===== config.mk =====
export PLATFORM = sky130hd
export DESIGN_NAME = multichannel_delta_sample_packer_core
export DESIGN_NICKNAME = d
export VERILOG_FILES = /design/src/design/dspk_pkg.sv /design/src/design/dspk_sample_ram.sv /design/src/design/dspk_channel_seq.sv /design/src/design/multichannel_delta_sample_packer_core.sv
export SDC_FILE = /design/constraint.sdc
export NUM_CORES = 2
export LEC_CHECK = 0
export BUFFER_PORTS_ARGS = -buffer_cell sky130_fd_sc_hd__buf_4
export CAP_MARGIN = 15
export CORE_MARGIN = 2
export CORE_UTILIZATION = 35
export CTS_CLUSTER_DIAMETER = 80
export DETAILED_ROUTE_END_ITERATION = 10
export HOLD_SLACK_MARGIN = 0.08
export SYNTH_ARGS = -nofsm -noshare
export SYNTH_HDL_FRONTEND = slang
export SYNTH_SLANG_ARGS = --single-unit

===== constraint.sdc =====
create_clock -name clk -period 3.9 [get_ports clk]
set_clock_uncertainty 0.05 [all_clocks]
set_input_delay 0.78 -clock clk [delete_from_list [all_inputs] [get_ports clk]]
set_output_delay 0.78 -clock clk [all_outputs]
set_load 0.01 [all_outputs]

===== src/design/dspk_pkg.sv =====
package dspk_pkg;

  localparam int MAX_CHANNELS_DEF = 128;
  localparam int COUNT_W          = 8;
  localparam int SAMPLE_W         = 16;

  localparam logic [SAMPLE_W-1:0] WORD_FLAG     = 16'h8000;
  localparam logic [SAMPLE_W-1:0] WORD_NEG_MARK = 16'h4000;
  localparam logic [SAMPLE_W-1:0] WORD_POS_MASK = 16'h3fff;
  localparam logic [SAMPLE_W-1:0] DELTA_POS_MAX = 16'd63;
  localparam logic [SAMPLE_W-1:0] DELTA_NEG_MIN = 16'hffc1;
  localparam logic [7:0]          BYTE_NEG_MASK = 8'h7f;
  localparam logic [7:0]          BYTE_POS_MASK = 8'h3f;

endpackage


===== src/design/dspk_sample_ram.sv =====
module dspk_sample_ram #(
  parameter int DEPTH  = 128,
  parameter int ADDR_W = 7,
  parameter int DATA_W = 16
) (
  input  logic              clk,
  input  logic              en,
  input  logic [ADDR_W-1:0] addr,
  input  logic [DATA_W-1:0] wdata,
  output logic [DATA_W-1:0] rdata
);

  logic [DATA_W-1:0] mem [DEPTH];

  // read-first: the old entry comes out while the new sample goes in
  always_ff @(posedge clk) begin
    if (en) begin
      rdata     <= mem[addr];
      mem[addr] <= wdata;
    end
  end

endmodule


===== src/design/dspk_channel_seq.sv =====
module dspk_channel_seq #(
  parameter int MAX_CHANNELS = 128,
  parameter int ADDR_W       = 7
) (
  input  logic                         clk,
  input  logic                         rst,
  input  logic                         cfg_we,
  input  logic [dspk_pkg::COUNT_W-1:0] cfg_wdata,
  input  logic                         advance,
  input  logic                         epoch_start,
  output logic [ADDR_W-1:0]            channel,
  output logic                         first_row_now
);

  import dspk_pkg::*;

  localparam int CW = (ADDR_W + 1 > COUNT_W + 1) ? ADDR_W + 1 : COUNT_W + 1;

  logic [COUNT_W-1:0] channel_count;
  logic [ADDR_W-1:0]  position;
  logic               first_row;
  logic [CW-1:0]      count_ext;
  logic [CW-1:0]      count_eff;
  logic [CW-1:0]      next_pos_ext;
  logic               wrap;

  always_comb begin
    channel       = epoch_start ? '0 : position;
    first_row_now = epoch_start | first_row;
    count_ext     = CW'(channel_count);
    if (count_ext == '0) begin
      count_eff = CW'(1);
    end else if (count_ext > CW'(MAX_CHANNELS)) begin
      count_eff = CW'(MAX_CHANNELS);
    end else begin
      count_eff = count_ext;
    end
    next_pos_ext = CW'(channel) + CW'(1);
    wrap         = next_pos_ext >= count_eff;
  end

  always_ff @(posedge clk) begin
    if (rst) begin
      channel_count <= COUNT_W'(1);
    end else if (cfg_we) begin
      channel_count <= cfg_wdata;
    end
  end

  always_ff @(posedge clk) begin
    if (rst) begin
      position  <= '0;
      first_row <= 1'b1;
    end else if (advance) begin
      if (wrap) begin
        position  <= '0;
        first_row <= 1'b0;
      end else begin
        position  <= next_pos_ext[ADDR_W-1:0];
        first_row <= first_row_now;
      end
    end
  end

endmodule


===== src/design/multichannel_delta_sample_packer_core.sv =====
// a sample is registered in s1 with its stored predecessor, then its code at the output
// one sample per cycle while out_stall is low; memory is read and written once per sample
// consecutive samples of the same channel need no interlock (read-first memory)
// reset: synchronous, clears the pipeline, channel position 0, first row set, channel count 1
// previous samples are not cleared; the first row of an epoch writes them before use
module multichannel_delta_sample_packer_core #(
  parameter int MAX_CHANNELS = dspk_pkg::MAX_CHANNELS_DEF
) (
  input  logic                          clk,
  input  logic                          rst,
  input  logic                          cfg_we,
  input  logic [dspk_pkg::COUNT_W-1:0]  cfg_wdata,
  input  logic                          in_valid,
  output logic                          in_stall,
  input  logic signed [dspk_pkg::SAMPLE_W-1:0] sample,
  input  logic                          epoch_start,
  output logic                          out_valid,
  input  logic                          out_stall,
  output logic [dspk_pkg::SAMPLE_W-1:0] code,
  output logic                          is_word
);

  import dspk_pkg::*;

  localparam int ADDR_W = (MAX_CHANNELS > 1) ? $clog2(MAX_CHANNELS) : 1;

  logic                accept;
  logic [ADDR_W-1:0]   channel;
  logic                first_row_now;
  logic [SAMPLE_W-1:0] prev_sample;

  logic                s1_valid;
  logic [SAMPLE_W-1:0] s1_sample;
  logic                s1_first;
  logic                out_free;
  logic                s1_move;

  logic [SAMPLE_W-1:0] diff;
  logic                neg;
  logic                small_delta;
  logic                word;
  logic [SAMPLE_W-1:0] code_next;

  assign out_free = !out_valid || !out_stall;
  assign s1_move  = s1_valid && out_free;
  assign in_stall = s1_valid && !out_free;
  assign accept   = in_valid && !in_stall;

  dspk_channel_seq #(
    .MAX_CHANNELS(MAX_CHANNELS),
    .ADDR_W      (ADDR_W)
  ) u_seq (
    .clk          (clk),
    .rst          (rst),
    .cfg_we       (cfg_we),
    .cfg_wdata    (cfg_wdata),
    .advance      (accept),
    .epoch_start  (epoch_start),
    .channel      (channel),
    .first_row_now(first_row_now)
  );

  dspk_sample_ram #(
    .DEPTH (MAX_CHANNELS),
    .ADDR_W(ADDR_W),
    .DATA_W(SAMPLE_W)
  ) u_ram (
    .clk  (clk),
    .en   (accept),
    .addr (channel),
    .wdata($unsigned(sample)),
    .rdata(prev_sample)
  );

  always_ff @(posedge clk) begin
    if (rst) begin
      s1_valid <= 1'b0;
    end else if (accept) begin
      s1_valid <= 1'b1;
    end else if (s1_move) begin
      s1_valid <= 1'b0;
    end
  end

  always_ff @(posedge clk) begin
    if (accept) begin
      s1_sample <= $unsigned(sample);
      s1_first  <= first_row_now;
    end
  end

  always_comb begin
    diff = s1_sample - prev_sample;
    neg  = diff[SAMPLE_W-1];
    // magnitude up to 63 in either direction fits in a delta byte
    small_delta = neg ? (diff >= DELTA_NEG_MIN) : (diff <= DELTA_POS_MAX);
    word        = s1_first || !small_delta;
    if (word) begin
      if (s1_sample[SAMPLE_W-1]) begin
        code_next = s1_sample | WORD_NEG_MARK;
      end else begin
        code_next = (s1_sample & WORD_POS_MASK) | WORD_FLAG;
      end
    end else begin
      code_next = {8'h00, diff[7:0] & (neg ? BYTE_NEG_MASK : BYTE_POS_MASK)};
    end
  end

  always_ff @(posedge clk) begin
    if (rst) begin
      out_valid <= 1'b0;
    end else if (out_free) begin
      out_valid <= s1_valid;
    end
  end

  always_ff @(posedge clk) begin
    if (s1_move) begin
      code    <= code_next;
      is_word <= word;
    end
  end

endmodule


* Yosys cells after proc, flatten, opt, wreduce, memory -nomap -nowiden
Memory sizes are Yosys's and may differ from the RTL's. A register that Yosys moved wholly into a read port is not among the register bits. Cells that the tools add are included.
Storage, ports and cells: flip-flop bits (word level) 52, bits in latches 0, RAM bits 2048, ROM bits 0, input port bits 30, output and inout port bits 19, word-level logic and storage cells 44, memories kept 1
Memory list:
- u_ram.mem | depth 128, bits a word 16, read ports 1, clocked after Yosys merged registers in 1, write ports 1, line dspk_sample_ram.sv:13 | logic [DATA_W-1:0] mem [DEPTH];
Operators by class: add/sub/neg operators 2, $mul 0, divide/modulo/power cells 0, order comparisons 4, equal/unequal tests 0, shift-type cells 0, muxes and demuxes 13, bitwise operators 2, reduce and logical (&&, ||, !) cells 12
Operator list (number):
- 7-bit two-way mux | 3
- 16-bit >= comparator (second input constant) | 1
- 16-bit by 6-bit <= comparator with 1-bit output (second input constant) | 1
- 8-bit two-way mux | 2
- 16-bit subtractor | 1
- 15-bit two-way mux | 1
- 9-bit >= comparator | 1
- 9-bit two-way mux | 1
- 7-bit by 1-bit adder with 8-bit output (second input constant) | 1
- 8-bit by 7-bit AND with 8-bit output | 1
- 8-bit > comparator (second input constant) | 1
- 8-bit zero test | 1
- 1-bit two-way mux | 6
- 1-bit zero test | 5
- 1-bit logical AND | 3
- 1-bit logical OR | 2
- 2-bit nonzero test | 1
- 1-bit bitwise OR | 1

* Longest topological paths before layout
depth after elaboration 8, depth in mapped cells 16, mapped depth without buffers 12

* Modules after synthesis
Synthesis repeated with hierarchy kept, for this count alone.
Unflattened totals: cells, all modules 4962, area total of the unflattened synthesis 82310.2 µm²
By module, submodules not included:
- dspk_sample_ram | instances 1, cells each 4623, area an instance 79022.0 µm², seq. area each 61979.4 µm²
- multichannel_delta_sample_packer_core | instances 1, cells each 221, area an instance 2307.2 µm², seq. area each 1061.0 µm²
- dspk_channel_seq | instances 1, cells each 118, area an instance 980.9 µm², seq. area each 320.3 µm²

* Least setup slack after synthesis
No wires, ideal clock.
path kind in2reg, start point in epoch_start, end point mem u_ram.mem[69][0], enable pin, library setup time 388 ps, arrival 3671 ps, required time 3462 ps, slack -209 ps, cell stages on the path 9, buffers on the path 6, cells stage by stage clkbuf_1 > nor3b_1 > clkbuf_1 > clkbuf_1 > clkbuf_1 > buf_2 > nand3_1 > clkbuf_1 > nor2_1
On the way: word-level cells in the longest chain between the ends 1
Ends and longest elaborated chain:
- start: declaration | line multichannel_delta_sample_packer_core.sv:16 | input logic epoch_start,
- 7-bit two-way mux | line dspk_channel_seq.sv:28 | channel = epoch_start ? '0 : position;
- end: declaration | line dspk_sample_ram.sv:13
Every way passes these cells.

* Final worst setup path
start point reg u_seq.position[2], end point reg u_ram.rdata[2] (read register of u_ram.mem) (data pin)
On the way: word-level cells in the longest chain between the ends 1
Ends and longest elaborated chain:
- start: declaration | line dspk_channel_seq.sv:20 | logic [ADDR_W-1:0] position;
- start signal: assignment | line dspk_channel_seq.sv:59 | position <= next_pos_ext[ADDR_W-1:0];
- 7-bit two-way mux | line dspk_channel_seq.sv:28
- end: declaration | line dspk_sample_ram.sv:10 | output logic [DATA_W-1:0] rdata
Every way passes these cells. A chain may end at the register's enable or synchronous reset.

==> metrics.md <==
| Metric | Value |
|---|---|
| Run status | `finished, final reports clean` |
| Overall power | `around 0.047 W` |
| Critical Path, Cell by Cell | `buf_4, nor2b_1, nand2b_4, buf_12, nor2_4, buf_12, buf_12, buf_4, a21oi_1, a31oi_1, a32oi_1, o2111ai_1` |
| CTS tree | `done` |
| Hold Vio Cnt, Final | `0` |
| CP startpoint kind | `register` |
| Largest net degree at the start of global routing | `130` |
| Pre-antenna DRT Iters | `8` |
| Synth warn | `0` |
| Crit Path Category | `register to register` |
| Max IR drop VDD | `0.442 mV` |
| Post-Synthesis Cells | `approximately 5200` |
| Gr usage total | `0.200` |
| DIE AREA | `236000 um^2` |
| Clock buffer depth | `3` |
| Hold WC Path Type | `primary input to register` |
| R2r startpoint | `u_seq.position[2]` |
| Initial antenna violation count | `11` |
| Placed Cells | `around 8400` |
| Met3 Use GR | `0.0447` |
| CP endpoint kind | `register` |
| Iter 0 DRT Violations | `6900` |
| Slowest stage delay, CP | `between 0.6 and 0.7 ns` |
| MaxCap Viol Count | `0` |
| RSZ-0062 raised after global routing | `false` |
| Critical-path maximum fanout | `11` |
| Synth area leader | `edfxtp_1` |
| Number of buffers created by CTS | `roughly 210` |
| Synth Net Count | `approximately 5200` |
| CP arrival | `about 4.3 ns` |
| Largest cells by area after synthesis | `edfxtp_1 (78%), mux2i_1 (4.0%), a21oi_1 (3.8%)` |
| Layout cells sized above 1 | `0.151` |
| Area taken by multi-input logic gates | `about 17000 um^2` |
| Cell area after layout | `95800 um^2` |
| H-tree depth | `4` |
| Syn Area/Cell | `approximately 16 um^2` |
| Setup Viol. Count Final | `0` |
| Post-synthesis cell area | `approximately 81000 um^2` |
| Routing usage on met2 | `0.308` |
| DRC | `0` |
| Pins Over Slew Limit | `0` |
| Top cells by count, synth | `edfxtp_1 (2098), a21oi_1 (615), nand2_1 (533), mux2i_1 (324), clkbuf_1 (236)` |
| Gr ovfl total | `0` |
| Top cell type's share of synthesized area | `0.775` |
| Final worst path period share | `0.962` |
| #FFs+latches synth | `about 2100` |
| Root Buffer Master | `clkbuf_16` |
| Met1 usage | `0.281` |
| DR vias | `between 40000 and 50000` |
| Fillers | `roughly 21000` |
| Crit. Startpoint | `u_seq.position[2]` |
| Final nets | `around 5700` |
| Clk sinks | `around 2100` |
| Final RePlAce weighted congestion | `0.883` |
| Worst-Margin Slew | `approximately 1.2 ns` |
| Final wirelength | `approximately 240000 um` |
| Placed wire-length estimate | `between 100000 and 150000 um` |
| Die height | `between 400 and 500 um` |
| PortBufs | `48` |
| Sequential area share after synthesis | `0.780` |
| Slowest stage cell, crit path | `o2111ai_1` |
| Most used cell along the critical path | `buf_12` |
| Post-synth EDFFs | `2098` |
| Top_reg_cell synth | `edfxtp_1` |
| Count leader, synth | `edfxtp_1` |
| DRT antenna net count | `0` |
| First-pass GRT wire length | `346000 um` |
| Hold Path Origin | `rst` |
| Row cnt | `~180` |
| Clk_lat worst skew | `0.89 ns` |
| Area of placed instances | `between 80000 and 90000 um^2` |
| Power per cell area | `slightly below 500 nW/um^2` |
| FFs w/ async S/R, synth | `0` |
| Achievable Freq | `roughly 270 MHz` |
| P_leak | `just over 30 nW` |
| Starting Density | `0.353` |
| Final Non-Filler Cells | `around 9000` |
| Relative slew slack | `0.188` |
| I/O pins | `49` |
| Vias/cell | `roughly 5.7` |
| WP data required | `approximately 4.4 ns` |
| Clock slew at reported path FFs | `0.06 ns` |
| Sequential cell area | `63400 um^2` |
| Yosys cell types | `between 70 and 80` |
| Period minus WS final | `about 3.8 ns` |
| Vias in the first global route | `47900` |
| DIE WIDTH | `a little under 500 um` |
| Core area | `between 200000 and 250000 um^2` |
| Avg WL per Cell | `27.5 um` |
| Layout area overhead | `17.9%` |
| GRT busiest layer | `met2` |
-- placed cells by master, fill, tap and decap left out, types with 8 or more instances in the layout --
master         count
or2_1             22
nor4_1            15
bufinv_16         11
and2_1            12
or2_2              8
o21ai_1           62
o22ai_1          152
a22oi_1          157
clkinv_16         11
clkbuf_16        213
o31ai_1           14
a211oi_1          57
dfxtp_1           17
o41ai_1           31
nand2_1          530
buf_12            84
nor2_2            11
or2_0             40
clkinv_1          48
nand3_1           13
nor2_1           194
buf_4            441
mux2i_1          324
o21ai_0           28
edfxtp_1        2098
a211o_1            8
clkbuf_1          56
a31oi_1          156
ha_1              24
clkinv_2          40
inv_1             24
a21oi_1          615
dlygate4sd3_1     10
nor3_1            10
a221oi_1          78
-- final timing paths --
kind                                                to  slack [ns]  depth (start not counted)
worst max-delay path                    u_ram.rdata[2]        0.15                         12
worst min register to register               out_valid        0.47                          2
worst min-delay path            u_seq.channel_count[6]        0.20                          2
worst max register to register          u_ram.rdata[2]        0.15                         12
-- critical path: cells and delay by family (launching register included) --
| kind | cells | cell delay, ns |
|---|---|---|
| flops | 1 | 0.65 |
| buf+inv | 5 | 0.99 |
| simple gates | 3 | 0.58 |
| compound gates | 4 | 1.16 |
-- sequential cells by signal (all words and copies together) (netlist names), 7 cells and up --
register,cells
code,16
u_seq.channel_count,8
u_ram.mem,2048
s1_sample,16
u_seq.position,7
u_ram.rdata,16
-- stage by stage --
step,setup slack (ns),hold slack (ns),TNS (ns),utilization
6_report,0.148,0.195,0,0.416
4_1_cts,0.103,0.140,0,0.416
3_5_place_dp,-0.384,0.435,-0.729,0.386
5_1_grt,0.0118,0.174,0,0.416
2_1_floorplan,-0.178,0.403,-33.85,-
3_3_place_gp,-0.391,0.421,-0.701,0.386
-- report_power, final --
group	internal, W	switching [W]	total (W)	leakage, nW
Sequential	0.0251	0.0000513	0.0251	19.0
Combinational	0.000860	0.00180	0.00266	8.31
Clock	0.0109	0.00878	0.0196	3.25
-- layer usage --
layer,up-vias,wire (um)
met5,-,7
met4,2,8220
met1,25500,100000
met2,2668,110000
met3,403,24500
li1,21200,-
-- cell type report --
cell class | count | share of cell area
Inverter | 28 | 0.00119
Clock inverter | 123 | 0.0123
Antenna cell | 4 | 0.000105
Timing Repair Buffer | 535 | 0.0532
Multi-Input combinational cell | 2711 | 0.174
Tap cell | 3026 | 0.0395
Sequential cell | 2116 | 0.662
Clock buffer | 269 | 0.0579
-- cells by family (layout without fill, tap and decap cells) --
logic type                 count (synthesis)  in the layout  share of synthesized area
AOI/OAI and AO/OA                       1430           1430                      0.109
xor gates and xnor gates                  13             13                    0.00140
adders and majority gates                 25             25                    0.00394
buffers and inverters                    357            955                     0.0167
DFF                                     2116           2116                      0.780
muxes                                    338            338                     0.0424
other                                      0              4                          0
and+or+nand+nor                          905            905                     0.0469
-- repair_timing --
action | 4_1_cts | 5_1_grt
resized for setup | 1 | 3
setup buffers | 0 | 0
hold buffers | 10 | 0
setup endpoints to repair | 1 | 4
hold endpoints to repair | 10 | 0
No activity file was read; power rests on OpenSTA's default activity.
